--- src/hw/rtl/glc_pkg.sv ---
// shared types and constants for the glyph lru slot cache
// no dependencies
package glc_pkg;

    localparam int SLOTS_DEF = 256;
    localparam logic [8:0] SUI_RESET = 9'd256;

    localparam logic CMD_LOOKUP = 1'b0;
    localparam logic CMD_FLUSH  = 1'b1;

    typedef enum logic [1:0] {
        ST_IDLE,
        ST_LOOK,
        ST_UPD
    } t_state;

    // control broadcast to every cell
    typedef struct packed {
        logic clear_all;
        logic clear_marks;
        logic upd;
        logic age_all;
        logic write_code;
    } t_cell_ctl;

endpackage

--- src/hw/rtl/glc_cell.sv ---
// one cache slot: tag, recency rank and batch used mark
// depends on glc_pkg
module glc_cell #(
    parameter int IW = 8
) (
    input  logic             i_clk,
    input  logic             i_rst_n,
    input  glc_pkg::t_cell_ctl i_ctl,
    input  logic [20:0]      i_code,
    input  logic             i_valid_lk,
    input  logic             i_valid_up,
    input  logic             i_sel,
    input  logic [IW-1:0]    i_old_age,
    output logic             o_match,
    output logic [IW-1:0]    o_rec,
    output logic             o_mark
);
    import glc_pkg::*;

    logic [20:0]   r_code;
    logic [IW-1:0] r_rec;
    logic          r_mark;

    assign o_match = i_valid_lk && (r_code == i_code);
    assign o_rec   = r_rec;
    assign o_mark  = r_mark;

    always_ff @(posedge i_clk) begin
        if (i_ctl.upd && i_sel && i_ctl.write_code) begin
            r_code <= i_code;
        end
    end

    always_ff @(posedge i_clk) begin
        if (!i_rst_n || i_ctl.clear_all) begin
            r_rec  <= '0;
            r_mark <= 1'b0;
        end else begin
            if (i_ctl.upd) begin
                if (i_sel) begin
                    r_rec <= '0;
                end else if (i_valid_up && (i_ctl.age_all || r_rec < i_old_age)) begin
                    r_rec <= r_rec + 1'b1;
                end
            end
            if (i_ctl.clear_marks) begin
                r_mark <= 1'b0;
            end else if (i_ctl.upd && i_sel) begin
                r_mark <= 1'b1;
            end
        end
    end

endmodule

--- config.mk ---
export PLATFORM = sky130hd
export DESIGN_NAME = glc_cell
export DESIGN_NICKNAME = d
export VERILOG_FILES = /design/src/hw/rtl/glc_pkg.sv /design/src/hw/rtl/glc_cell.sv
export SDC_FILE = /design/constraint.sdc
export NUM_CORES = 1
export LEC_CHECK = 0
export BUFFER_PORTS_ARGS = -buffer_cell sky130_fd_sc_hd__buf_2
export CORE_MARGIN = 1.5
export CORE_UTILIZATION = 35
export CTS_CLUSTER_SIZE = 14
export DETAILED_ROUTE_END_ITERATION = 10
export GPL_TIMING_DRIVEN = 1
export PLACE_DENSITY_LB_ADDON = 0.12
export SYNTH_ARGS = -nofsm -noshare
export SYNTH_HDL_FRONTEND = slang
export SYNTH_SLANG_ARGS = --single-unit
--- constraint.sdc ---
create_clock -name i_clk -period 7.1 [get_ports i_clk]
set_input_delay 2.13 -clock i_clk [delete_from_list [all_inputs] [get_ports i_clk]]
set_output_delay 2.13 -clock i_clk [all_outputs]
set_load 0.01 [all_outputs]
Word-level counts from Yosys, hierarchy flattened --
Index checks and enable logic that the tools add are counted.
Cells by class: magnitude comparators 1, $add $sub $neg 1, mux-type cells 2, equal/unequal tests 1, reduce and logical (&&, ||, !) cells 10
Operators with widths (number):
- $eq A21 B21 Y1 | 1
- $mux W8 | 2
- $add A8 B1 Y8 const B | 1
- $lt A8 B8 Y1 | 1
- $logic_and A1 B1 Y1 | 4
- $logic_or A1 B1 Y1 | 2
- $reduce_and A2 Y1 | 1
- $reduce_bool A2 Y1 | 1
- $reduce_or A2 Y1 | 1
- $logic_not A1 Y1 | 1
Word-level totals: output and inout bits 10, flip-flop bits (word level) 30, word-level logic and storage cells 18, input port bits 39

Logic depth before layout (Yosys ltp) --
word-level depth 5, mapped depth 8

Worst setup path before layout --
Ideal clock, no wire load.
path type input to output, from in i_code[19], to out o_match, data required time 4970 ps, buffers on the path 0, stages 4, setup slack 2145 ps, arrival 2825 ps, path through xor2_1 > nor4_1 > nand4_1 > nor2_1
Between the ends: cells in the longest elaborated chain, start to end 2
RTL lines:
- start, declared | line glc_cell.sv:9 | input logic [20:0] i_code,
- $eq A21 B21 Y1 | line glc_cell.sv:24 | assign o_match = i_valid_lk && (r_code == i_code);
- $logic_and A1 B1 Y1 | line glc_cell.sv:24
- end, declared | line glc_cell.sv:14 | output logic o_match,
Every way passes these cells.

Worst setup path after layout --
from in i_code[20], to out o_match
Same word-level chain as after synthesis.

==> results.py <==
metrics = {
    "synthesis": {
        "synth_area_um2": 1610,
        "ys_types": 34,
        "synth_edf_count": 21,
        "ys_warn_count": 0,
        "yosysTopAreaCellShare_pct": 39.2,
        "syn_nets": 189,
        "async_flop_share_pct": 0,
        "yosys-top-cells-area": "edfxtp_1 39%, dfxtp_1 11%, xor2_1 11%",
        "synth_ff_type": "edfxtp_1",
        "synth_largest_area_cell": "edfxtp_1",
        "syn_inst": 142,
        "ys_ff_latch": 30,
        "avgSynthCellArea_um2": 11.3,
        "ys_seq_area_share_pct": 50.4,
    },
    "clocking": {
        "cts.sinks": 30,
        "cts_tree": "built",
        "htree_num_levels": 2,
        "clk_latency_ns": 0.27,
        "cts-root-buf": "clkbuf_8",
        "cts_setup_buffers": 0,
        "cts.clk_slew.worst_paths_ns": 0.06,
        "cts_buffers": 5,
        "ctsHoldBuffers": 0,
        "clockBufferDepth": 2,
        "cts_resized": 0,
    },
    "finish": {
        "final_nets": 241,
        "diodes": 0,
        "final_area_um2": 2000,
        "drive_gt1_share_pct": 31.3,
        "syn_to_final_growth_pct": 24.1,
    },
    "route": {
        "m1WireLength_um": 1490,
        "wl_per_cell_um": 13.3,
        "met3_length_um": 163,
        "drtIter0Drc": 23,
        "routed_wirelength_um": 3280,
        "dr_wl_met2_um": 1580,
        "viasPerCell": 5.04,
        "ant_nets": 0,
        "drc": 0,
        "drtPass1Iterations": 4,
        "num_vias": 1244,
        "top_layer": "met4",
    },
    "setup_path": {
        "worstPathArrival_ns": 3.19,
        "rr_worst_depth": 6,
        "r2r_slack_ns": 4.75,
        "path_class": "input pin to output port",
        "regToRegStartpoint": "o_rec[5]",
        "crit_fanout": 2,
        "critPathRequiredTime_ns": 4.97,
        "rr_endpoint": "o_rec[3]",
        "critPathLaunchType": "input pin",
        "end_kind": "output port",
    },
    "timing": {
        "finalSetupTns_ns": 0,
        "rsz0062_at_grt": "no",
        "whs_ns": 0.506,
        "slew_violations": 0,
        "hold_viol": 0,
        "relSlewSlack_pct": 36.8,
        "min_period_ns": 5.32,
        "period_share_pct": 74.9,
        "fmax_ghz": 0.188,
        "fin_skew_ns": 0.00145,
        "worstMarginPinSlew_ns": 0.948,
        "setup_violations": 0,
    },
    "worst_hold_path": {
        "hp-class": "flip-flop to flip-flop",
        "hold-path-cell-count": 2,
        "holdPathEnd": "o_mark",
        "min_from": "o_mark",
    },
    "pwr": {
        "ir_drop_mv": 0.106,
        "power.density_nw_per_um2": 188,
        "leakagePower_uw": 0.000870,
    },
    "status": {
        "status": "finished, final reports clean",
    },
    "placement": {
        "port_buffers": 48,
        "routabilityCongestion": 0.760,
        "postPlaceCellArea_um2": 1900,
        "place_hpwl_um": 2510,
    },
    "floorplanning": {
        "coreArea_um2": 4380,
        "fp-row-count": 24,
        "die_x_um": 70.8,
        "fp.dieArea_um2": 5010,
        "start_util_pct": 36.7,
        "die_y_um": 70.8,
        "ios": 49,
    },
    "global_routing": {
        "grt_pass1_wl_um": 5400,
        "grt_pass1_vias": 1237,
        "antenna_found_initial": 0,
        "overflow": 0,
        "grt_max_degree": 22,
        "gr-usage-all-layers_pct": 13.7,
    },
    "run": {
        "maxCapViolCount": 0,
    },
}
-- state kept, by name, indices dropped and copies added (netlist names) --
name    flops
o_mark      1
o_rec       8
r_code     21
-- layer usage --
layer  vias to the layer above  global-route usage, %
met4                         0                   4.40
li1                        632                      -
met1                       580                   16.8
met2                        27                   23.1
met5                         -                      0
met3                         5                   4.13
-- cell families after synthesis --
| logic type | Yosys count | share of synthesized area, % |
|---|---|---|
| adders and majority gates | 8 | 6.22 |
| xor gates and xnor gates | 21 | 11.4 |
| DFF | 30 | 50.4 |
| AOI/OAI and AO/OA | 23 | 12.7 |
| and+or+nand+nor | 45 | 15.7 |
| buffers and inverters | 15 | 3.58 |
-- where the power goes --
part	total (µW)	internal, µW	switching [µW]	leakage, µW
registers	197	194	2.73	0.000265
clock network	142	77.8	64.4	0.0000472
logic	36.2	17.0	19.2	0.000557
-- worst max-delay path: stages --
cell and delay [ns]:
buf_2 0.11, xor2_1 0.15, nor4_1 0.38, nand4_1 0.16, nor2_1 0.12, buf_2 0.13
-- placed cells by master (no fill, tap or decap), drive strengths merged, types with 6 or more instances in the layout --
master	synthesis	final
buf	1	48
clkbuf	2	6
dfxtp	9	9
edfxtp	21	21
ha	8	8
inv	12	12
nand2	9	9
nand3	10	10
or3	6	6
xor2	20	20
-- how the worst max path moves through the flow --
stage               depth (start not counted)  endpoint  slack, ns  startpoint
global placement                            6   o_match       1.78  i_code[20]
CTS                                         6   o_match       1.73  i_code[20]
floorplan                                   4   o_match       2.15  i_code[19]
finish                                      6   o_match       1.78  i_code[20]
global route                                6   o_match       1.67  i_code[20]
detailed placement                          6   o_match       1.74  i_code[20]
-- Yosys cell counts, drive strengths merged, types with 2 or more instances --
cell type / instances
nand3: 10
nand2: 9
xor2: 20
and3: 5
ha: 8
a31oi: 4
or3: 6
nor2: 3
or4: 2
clkbuf: 2
a21oi: 2
o211ai: 3
nor4: 5
o21ai: 5
nand2b: 2
edfxtp: 21
inv: 12
dfxtp: 9
-- area by class of cell --
type / count / area, µm²
fill: 435 / 2390
sequential: 30 / 811
multi-input combinational: 97 / 741
timing repair buffer: 48 / 240
clock buffer: 6 / 82.6
tap: 52 / 65.1
inverter: 12 / 45.0
clock inverter: 2 / 12.5
-- stage by stage --
stage | util (%) | worst slack, ns | power (µW) | instances
2_1_floorplan | - | 2.15 | 219 | 142
3_3_place_gp | 43.4 | 1.78 | 235 | 239
4_1_cts | 45.5 | 1.73 | 379 | 247
3_5_place_dp | 43.4 | 1.74 | 237 | 239
5_1_grt | 45.5 | 1.67 | 393 | 247
6_report | 45.5 | 1.78 | 375 | 247
Note: power is estimated with default switching activity, not from simulation.
